--- src/hrrp_pkg.sv ---
// Shared types and codes for the highest response ratio picker.
// No dependencies; imported by every module of the block.
package hrrp_pkg;

   localparam logic OP_ADD  = 1'b0;
   localparam logic OP_PICK = 1'b1;

   localparam logic [2:0] ST_GRANTED  = 3'd0;
   localparam logic [2:0] ST_ADDED    = 3'd1;
   localparam logic [2:0] ST_FULL     = 3'd2;
   localparam logic [2:0] ST_EMPTY    = 3'd3;
   localparam logic [2:0] ST_ZERO_RUN = 3'd4;

   localparam int NUM_W  = 34;
   localparam int PROD_W = 50;

   typedef struct packed {
      logic        valid;
      logic [7:0]  id;
      logic [31:0] arrival;
      logic [15:0] run;
   } slot_type;

   typedef struct packed {
      logic start;
      logic load_num;
      logic use_next;
      logic mult;
      logic cmp;
   } scan_ctrl_type;

endpackage

--- src/hrrp_cell.sv ---
// One slot of the job ring: holds a job and passes it to its neighbor on shift.
// Depends on hrrp_pkg.
module hrrp_cell import hrrp_pkg::*; (
   input  logic     clock,
   input  logic     reset,
   input  logic     shift_en,
   input  slot_type shift_in,
   input  logic     wr_en,
   input  slot_type wr_data,
   input  logic     clr_en,
   output slot_type slot_out
);

   logic        valid_ff, valid_in;
   logic [7:0]  id_ff, id_in;
   logic [31:0] arrival_ff, arrival_in;
   logic [15:0] run_ff, run_in;

   always_comb begin
      valid_in   = valid_ff;
      id_in      = id_ff;
      arrival_in = arrival_ff;
      run_in     = run_ff;
      if (shift_en) begin
         valid_in   = shift_in.valid;
         id_in      = shift_in.id;
         arrival_in = shift_in.arrival;
         run_in     = shift_in.run;
      end else if (wr_en) begin
         valid_in   = wr_data.valid;
         id_in      = wr_data.id;
         arrival_in = wr_data.arrival;
         run_in     = wr_data.run;
      end else if (clr_en) begin
         valid_in = 1'b0;
      end
   end

   always_ff @(posedge clock) begin
      if (reset) begin
         valid_ff <= 1'b0;
      end else begin
         valid_ff <= valid_in;
      end
   end

   always_ff @(posedge clock) begin
      id_ff      <= id_in;
      arrival_ff <= arrival_in;
      run_ff     <= run_in;
   end

   assign slot_out.valid   = valid_ff;
   assign slot_out.id      = id_ff;
   assign slot_out.arrival = arrival_ff;
   assign slot_out.run     = run_ff;

endmodule

--- src/hrrp_scan.sv ---
// Shared cross-multiply comparator that tracks the best job while the ring rotates.
// Depends on hrrp_pkg.
module hrrp_scan import hrrp_pkg::*; #(
   parameter int MAX_JOBS = 16,
   parameter int IDX_W    = $clog2(MAX_JOBS)
) (
   input  logic                clock,
   input  logic                reset,
   input  scan_ctrl_type       ctrl,
   input  logic [31:0]         tick,
   input  slot_type            head,
   input  slot_type            next,
   input  logic [IDX_W-1:0]    pos,
   output logic                found,
   output logic [IDX_W-1:0]    best_idx,
   output logic [7:0]          best_id,
   output logic [15:0]         best_run
);

   logic [31:0]       tick_ff;
   logic [NUM_W-1:0]  num_ff, num_in;
   logic [PROD_W-1:0] prod_a_ff, prod_b_ff;
   logic [NUM_W-1:0]  best_num_ff;
   logic [15:0]       best_run_ff;
   logic [7:0]        best_id_ff;
   logic [IDX_W-1:0]  best_idx_ff;
   logic              found_ff;
   logic              take;
   slot_type          src;
   logic [31:0]       wait_val;

   always_comb begin
      src      = ctrl.use_next ? next : head;
      wait_val = (tick_ff >= src.arrival) ? (tick_ff - src.arrival) : 32'd0;
      num_in   = NUM_W'(wait_val) + NUM_W'(1) + NUM_W'(src.run);
      take     = head.valid && (!found_ff || (prod_a_ff > prod_b_ff));
   end

   always_ff @(posedge clock) begin
      if (ctrl.start) begin
         tick_ff <= tick;
      end
      if (ctrl.load_num) begin
         num_ff <= num_in;
      end
      if (ctrl.mult) begin
         prod_a_ff <= PROD_W'(num_ff * best_run_ff);
         prod_b_ff <= PROD_W'(best_num_ff * head.run);
      end
      if (ctrl.cmp && take) begin
         best_num_ff <= num_ff;
         best_run_ff <= head.run;
         best_id_ff  <= head.id;
         best_idx_ff <= pos;
      end
   end

   always_ff @(posedge clock) begin
      if (reset) begin
         found_ff <= 1'b0;
      end else if (ctrl.start) begin
         found_ff <= 1'b0;
      end else if (ctrl.cmp && take) begin
         found_ff <= 1'b1;
      end
   end

   assign found    = found_ff;
   assign best_idx = best_idx_ff;
   assign best_id  = best_id_ff;
   assign best_run = best_run_ff;

endmodule

--- src/highest_response_ratio_picker.sv ---
// Highest response ratio picker: top level with the job ring, controller and result register.
// Depends on hrrp_pkg, hrrp_cell and hrrp_scan.
//
// Usage: req_* carries one word per command. req_op selects add (job_id,
// arrival_time, run_time) or pick (tick). rsp_* returns exactly one word per
// command: status, granted_id and granted_run_time.
// An add completes in the accept cycle; its word appears on rsp_* in the next
// cycle. A pick rotates the job ring once through a single cross-multiply
// comparator: a prime state, then a multiply and a compare state per slot,
// then a done state that registers the word once the result register is free.
// The ring order is restored when the rotation ends, then the chosen slot is freed.
// One command is in flight at a time; req_ready is low during a pick.
// Reset empties the table and drops any waiting result word.
// When the receiver holds rsp_ready low, the result register holds its word
// and a further command is accepted only once that word is taken.
module highest_response_ratio_picker import hrrp_pkg::*; #(
   parameter int MAX_JOBS = 16
) (
   input  logic        clock,
   input  logic        reset,
   input  logic        req_valid,
   output logic        req_ready,
   input  logic        req_op,
   input  logic [31:0] req_tick,
   input  logic [7:0]  req_job_id,
   input  logic [31:0] req_arrival_time,
   input  logic [15:0] req_run_time,
   output logic        rsp_valid,
   input  logic        rsp_ready,
   output logic [2:0]  rsp_status,
   output logic [7:0]  rsp_granted_id,
   output logic [15:0] rsp_granted_run_time
);

   localparam int IDX_W = $clog2(MAX_JOBS);

   typedef enum logic [4:0] {
      S_IDLE  = 5'b00001,
      S_PRIME = 5'b00010,
      S_MULT  = 5'b00100,
      S_CMP   = 5'b01000,
      S_DONE  = 5'b10000
   } state_type;

   state_type        state_ff, state_in;
   logic [IDX_W-1:0] cnt_ff, cnt_in;
   logic             rsp_valid_ff, rsp_valid_in;
   logic [2:0]       status_ff, status_in;
   logic [7:0]       gid_ff, gid_in;
   logic [15:0]      grun_ff, grun_in;

   slot_type         slots [MAX_JOBS];
   slot_type         wr_data;
   scan_ctrl_type    ctrl;
   logic             accept, out_free, shift_en, add_commit, done_commit;
   logic             free_found;
   logic [IDX_W-1:0] free_idx;
   logic             found;
   logic [IDX_W-1:0] best_idx;
   logic [7:0]       best_id;
   logic [15:0]      best_run;

   assign out_free  = !rsp_valid_ff || rsp_ready;
   assign req_ready = (state_ff == S_IDLE) && out_free;
   assign accept    = req_valid && req_ready;

   always_comb begin
      free_found = 1'b0;
      free_idx   = '0;
      for (int i = MAX_JOBS - 1; i >= 0; i--) begin
         if (!slots[i].valid) begin
            free_found = 1'b1;
            free_idx   = IDX_W'(i);
         end
      end
   end

   assign wr_data.valid   = 1'b1;
   assign wr_data.id      = req_job_id;
   assign wr_data.arrival = req_arrival_time;
   assign wr_data.run     = req_run_time;

   for (genvar g = 0; g < MAX_JOBS; g++) begin : g_ring
      hrrp_cell u_cell (
         .clock    (clock),
         .reset    (reset),
         .shift_en (shift_en),
         .shift_in (slots[(g + 1) % MAX_JOBS]),
         .wr_en    (add_commit && (free_idx == IDX_W'(g))),
         .wr_data  (wr_data),
         .clr_en   (done_commit && found && (best_idx == IDX_W'(g))),
         .slot_out (slots[g])
      );
   end

   hrrp_scan #(
      .MAX_JOBS (MAX_JOBS),
      .IDX_W    (IDX_W)
   ) u_scan (
      .clock    (clock),
      .reset    (reset),
      .ctrl     (ctrl),
      .tick     (req_tick),
      .head     (slots[0]),
      .next     (slots[1]),
      .pos      (cnt_ff),
      .found    (found),
      .best_idx (best_idx),
      .best_id  (best_id),
      .best_run (best_run)
   );

   always_comb begin
      state_in     = state_ff;
      cnt_in       = cnt_ff;
      rsp_valid_in = rsp_valid_ff && !rsp_ready;
      status_in    = status_ff;
      gid_in       = gid_ff;
      grun_in      = grun_ff;
      ctrl         = '0;
      shift_en     = 1'b0;
      add_commit   = 1'b0;
      done_commit  = 1'b0;
      unique case (state_ff)
         S_IDLE: begin
            if (accept) begin
               if (req_op == OP_ADD) begin
                  rsp_valid_in = 1'b1;
                  gid_in       = 8'd0;
                  grun_in      = 16'd0;
                  if (req_run_time == 16'd0) begin
                     status_in = ST_ZERO_RUN;
                  end else if (!free_found) begin
                     status_in = ST_FULL;
                  end else begin
                     status_in  = ST_ADDED;
                     add_commit = 1'b1;
                  end
               end else begin
                  ctrl.start = 1'b1;
                  cnt_in     = '0;
                  state_in   = S_PRIME;
               end
            end
         end
         S_PRIME: begin
            ctrl.load_num = 1'b1;
            state_in      = S_MULT;
         end
         S_MULT: begin
            ctrl.mult = 1'b1;
            state_in  = S_CMP;
         end
         S_CMP: begin
            ctrl.cmp      = 1'b1;
            ctrl.load_num = 1'b1;
            ctrl.use_next = 1'b1;
            shift_en      = 1'b1;
            if (cnt_ff == IDX_W'(MAX_JOBS - 1)) begin
               state_in = S_DONE;
            end else begin
               cnt_in   = cnt_ff + IDX_W'(1);
               state_in = S_MULT;
            end
         end
         S_DONE: begin
            if (out_free) begin
               done_commit  = 1'b1;
               rsp_valid_in = 1'b1;
               if (found) begin
                  status_in = ST_GRANTED;
                  gid_in    = best_id;
                  grun_in   = best_run;
               end else begin
                  status_in = ST_EMPTY;
                  gid_in    = 8'd0;
                  grun_in   = 16'd0;
               end
               state_in = S_IDLE;
            end
         end
         default: begin
            state_in = S_IDLE;
         end
      endcase
   end

   always_ff @(posedge clock) begin
      if (reset) begin
         state_ff     <= S_IDLE;
         cnt_ff       <= '0;
         rsp_valid_ff <= 1'b0;
      end else begin
         state_ff     <= state_in;
         cnt_ff       <= cnt_in;
         rsp_valid_ff <= rsp_valid_in;
      end
   end

   always_ff @(posedge clock) begin
      status_ff <= status_in;
      gid_ff    <= gid_in;
      grun_ff   <= grun_in;
   end

   assign rsp_valid            = rsp_valid_ff;
   assign rsp_status           = status_ff;
   assign rsp_granted_id       = gid_ff;
   assign rsp_granted_run_time = grun_ff;

endmodule

--- config.mk ---
export PLATFORM = sky130hd
export DESIGN_NAME = highest_response_ratio_picker
export DESIGN_NICKNAME = d
export VERILOG_FILES = /design/src/hrrp_pkg.sv /design/src/hrrp_cell.sv /design/src/hrrp_scan.sv /design/src/highest_response_ratio_picker.sv
export SDC_FILE = /design/constraint.sdc
export NUM_CORES = 2
export LEC_CHECK = 0
export ABC_AREA = 1
export BUFFER_PORTS_ARGS = -buffer_cell sky130_fd_sc_hd__buf_2
export CAP_MARGIN = 25
export CORE_MARGIN = 3
export CORE_UTILIZATION = 40
export CTS_CLUSTER_SIZE = 20
export DETAILED_ROUTE_END_ITERATION = 8
export HOLD_SLACK_MARGIN = 0.06
export RECOVER_POWER = 100
export SETUP_SLACK_MARGIN = 0.5
export SYNTH_ARGS = -nofsm -noshare
export SYNTH_HDL_FRONTEND = slang
export SYNTH_SLANG_ARGS = --single-unit
--- constraint.sdc ---
create_clock -name clock -period 7.89 [get_ports clock]
set_clock_uncertainty 0.1 [all_clocks]
set_input_delay 1.578 -clock clock [delete_from_list [all_inputs] [get_ports clock]]
set_output_delay 1.578 -clock clock [all_outputs]
set_load 0.01 [all_outputs]
==> results by group <==
Synthesis
  – Syn Inst Count: 9346
  – Simple-Gate Fraction of Synth Area: 18.28%
  – Most frequent cell after synthesis: nand2_1
  – Number of synthesized flops with an enable pin: 1151
  – Top-area cell type share of the netlist area: 40.31%
  – Avg Inst Size Synth: 9.175 um^2
  – Sequential share of the synthesized area: 40.94%
  – Main combinational cell family by area after synthesis: adder cells
  – Mapped Area: 85750 um^2
  – Synth Area in Compound Gates: 3.274%
  – Most used DFF post-synth: edfxtp_1
  – Post-Synth Adder-Cell Area: 25.90%
  – Cell variety after synth: 57
  – Synth area leader: edfxtp_1
  – XOR/XNOR Fraction of Synth Area: 1.409%
  – Post-synth top cells: 3422 x nand2_1, 1857 x inv_1, 1151 x edfxtp_1
  – Post-synth ARST share: 0%
  – Number of synthesized register bits: 1178
  – Synthesized Nets: 10678
  – Post-synthesis mux area share: 0%
  – Synth area leaders: edfxtp_1 40%, fa_1 21%, nand2_1 15%, inv_1 8.1%, ha_1 5.0%
  – Yosys warnings: 0

Detailed routing
  – Wirelength per Cell: 19.23 um
  – Routed vias: 61188
  – Top Metal Used: met4
  – M1 wire length: 100.9 mm
  – Final wirelength: 236.5 mm
  – 1st-pass router iterations: 6
  – 1st-iter DRT viols: 5173
  – Vias/cell: 4.975
  – Metal2 WL: 114.5 mm
  – Drt drc: 0
  – Metal3 WL: 12.99 mm
  – Routed Antenna Nets: 0

Global route
  – Gr ovfl total: 0
  – Number of global-route vias before repair: 62762
  – Total routing usage reported by global routing: 21.59%
  – First-pass GRT wire length: 367.9 mm
  – Pin count of the biggest net entering global routing: 118
  – Initial antenna violation count: 12

Outcome
  – Failing checks: capacitance limit, slew limit
  – Run status: finished with violations

Placed design
  – Port Buffers: 121
  – Pre-CTS setup slack: 535.9 ps
  – HPWL Detailed: 172.5 mm
  – Gpl congestion: 0.9380

Setup path
  – Critical Path AT: 7640 ps
  – R2R cell count: 26
  – Flop2flop setup slack: 660 ps
  – Crit-path most repeated cell: nand2_1
  – Critical path depth: 26
  – Bufs and invs on worst path: 5
  – Req. time, crit path: 8290 ps
  – CP startpoint kind: flip-flop
  – Crit path from: g_ring[0].u_cell.run_ff[1]
  – Cell family with most CP delay: adder cells
  – Crit. End Element: flip-flop
  – Critical path type: reg -> reg
  – Critical Path End: u_scan.prod_b_ff[44]
  – Worst-path fanout max: 8
  – Max incr delay on CP: 540 ps
  – Reg2reg start: g_ring[0].u_cell.run_ff[1]
  – R2r endpoint: u_scan.prod_b_ff[44]
  – Critical path's slowest cell: fa_1

Clock tree
  – Root Driver: clkbuf_16
  – Clock Latency Late Sink: 780 ps
  – Deepest clock path buffer count: 3
  – Total clock sinks: 1178
  – Inserted Clock Buffers: 131
  – Hold Buf Count CTS: 0
  – Register clock-pin slew on the reported worst setup and hold paths: 60 ps
  – H-tree depth: 4
  – TritonCTS clock tree: built

STA
  – Max Freq: 138.2 MHz
  – Max-slew headroom: -164.6%
  – Worst Slack Setup Final: 656.7 ps
  – RSZ-0062 raised after global routing: false
  – Tcrit/Tclk final: 91.68%
  – Final hold viol count: 0
  – Final slew viol count: 1516
  – Setup violations, final: 0
  – Final min period: 7233 ps
  – TNS Setup: 0 ps
  – Slew @ Worst Pin: 3969 ps

Finish
  – Layout cells sized above 1: 5.382%
  – Synth-to-layout area growth: 9.722%
  – # nets final: 10711

Job
  – MaxCap Viol Count: 42

Power and ir drop
  – Internal: 0.01520 W
  – Sw power: 0.01064 W
  – Combinational power share: 47.9%
  – Pleak: 43.65 nW
  – Max IR drop VDD: 384.3 uV
  – Clock power frac: 22.7%
  – Power share of the sequential group: 29.4%
  – Switching part of the total power: 41.18%
  – Power density over cell area: 274.7 nW/um^2

Min path
  – Worst Hold Class: reg -> reg

Die
  – Initial Util: 40.31%
  – Die X: 469.0 um
  – Die height: 469.0 um
  – Die area: 220000 um^2
  – # IOs: 122
  – Num rows: 169
  – Core ar.: 212700 um^2
[final cells by class]
type	instances	area, um^2
Antenna cell	3	7.507
Fill cell	20773	118600
Clock buffer	155	3368
Multi-Input combinational cell	5851	41940
Clock inverter	75	685.7
Tap cell	2821	3530
Sequential cell	1178	35100
Inverter	1869	7020
Timing Repair Buffer	348	2439
[registers in the layout, summed over array words and instances, names as in the netlist]
register,flops
rsp_status,3
u_scan.num_ff,34
u_scan.best_id,8
u_scan.best_run,16
rsp_granted_id,8
g_ring.u_cell.valid_ff,16
u_scan.best_num_ff,34
u_scan.prod_b_ff,50
g_ring.u_cell.arrival_ff,512
u_scan.tick_ff,32
g_ring.u_cell.id_ff,128
u_scan.prod_a_ff,50
state_ff,5
u_scan.best_idx,4
rsp_valid,1
g_ring.u_cell.run_ff,256
rsp_granted_run_time,16
cnt_ff,4
u_scan.found,1
[logic make-up (layout without fill, tap and decap cells)]
group / Yosys count / in the layout
xor gates and xnor gates: 138 / 138
other: 1 / 4
adders and majority gates: 1239 / 1239
DFF: 1178 / 1178
and+or+nand+nor: 3977 / 3977
AOI/OAI and AO/OA: 496 / 496
buffers and inverters: 2317 / 2447
[power by group through the flow]
| stage | Sequential [W] | Clock (W) | Combinational [W] |
|---|---|---|---|
| 3_3_place_gp | 0.00776 | 0 | 0.0124 |
| 5_1_grt | 0.00761 | 0.00624 | 0.0140 |
| 6_report | 0.00760 | 0.00587 | 0.0124 |
| 4_1_cts | 0.00762 | 0.00599 | 0.0125 |
| 3_5_place_dp | 0.00775 | 0 | 0.0124 |
| 2_1_floorplan | 0.00770 | 0 | 0.00876 |
[worst min-delay path by stage]
stage / start / to / cells after the start
2_1_floorplan: cnt_ff[3] / u_scan.best_idx[3] / 0
3_3_place_gp: cnt_ff[3] / u_scan.best_idx[3] / 0
3_5_place_dp: cnt_ff[3] / u_scan.best_idx[3] / 0
4_1_cts: cnt_ff[3] / u_scan.best_idx[3] / 0
5_1_grt: cnt_ff[3] / u_scan.best_idx[3] / 0
6_report: cnt_ff[3] / u_scan.best_idx[3] / 0
[through the flow]
| stage | hold WS (ps) | std cells | total power, W | cell area (um^2) | utilization [%] |
|---|---|---|---|---|---|
| 4_1_cts | 352.5 | 12241 | 0.02609 | 93810 | 44.10 |
| 5_1_grt | 360.0 | 12298 | 0.02786 | 94090 | 44.23 |
| 2_1_floorplan | 308.2 | 9346 | 0.01646 | 85750 | - |
| 3_3_place_gp | 329.4 | 12009 | 0.02011 | 89700 | 42.17 |
| 3_5_place_dp | 325.2 | 12011 | 0.02012 | 89760 | 42.19 |
| 6_report | 362.7 | 12300 | 0.02585 | 94090 | 44.23 |
[per-layer routing]
metal	vias to the layer above	track usage, %
met4	0	7.068
met5	-	0
met3	350	2.717
met1	30570	29.06
met2	1816	36.30
li1	28452	-
[what timing repair did]
action                     4_1_cts  5_1_grt
resized for setup                0       16
setup endpoints to repair        0       42
setup buffers                    0       51
[cells in the final DEF, fill, tap and decap left out, drive strengths merged, types with 4 or more instances in the layout]
cell / count
nand2: 3441
inv: 1876
edfxtp: 1151
fa: 894
ha: 345
nor2: 281
clkbuf: 264
buf: 239
a21oi: 180
o21ai: 175
nand3: 154
xor2: 89
clkinv: 59
xnor2: 49
a31oi: 48
nand4: 38
nor3: 32
dfxtp: 27
o211ai: 22
o21a: 21
nand3b: 11
a21boi: 10
o221ai: 10
nor4: 10
o21bai: 8
a211oi: 6
o2111ai: 5
bufinv: 5
o31ai: 4
clkinvlp: 4
(Power assumes the default switching activity.)
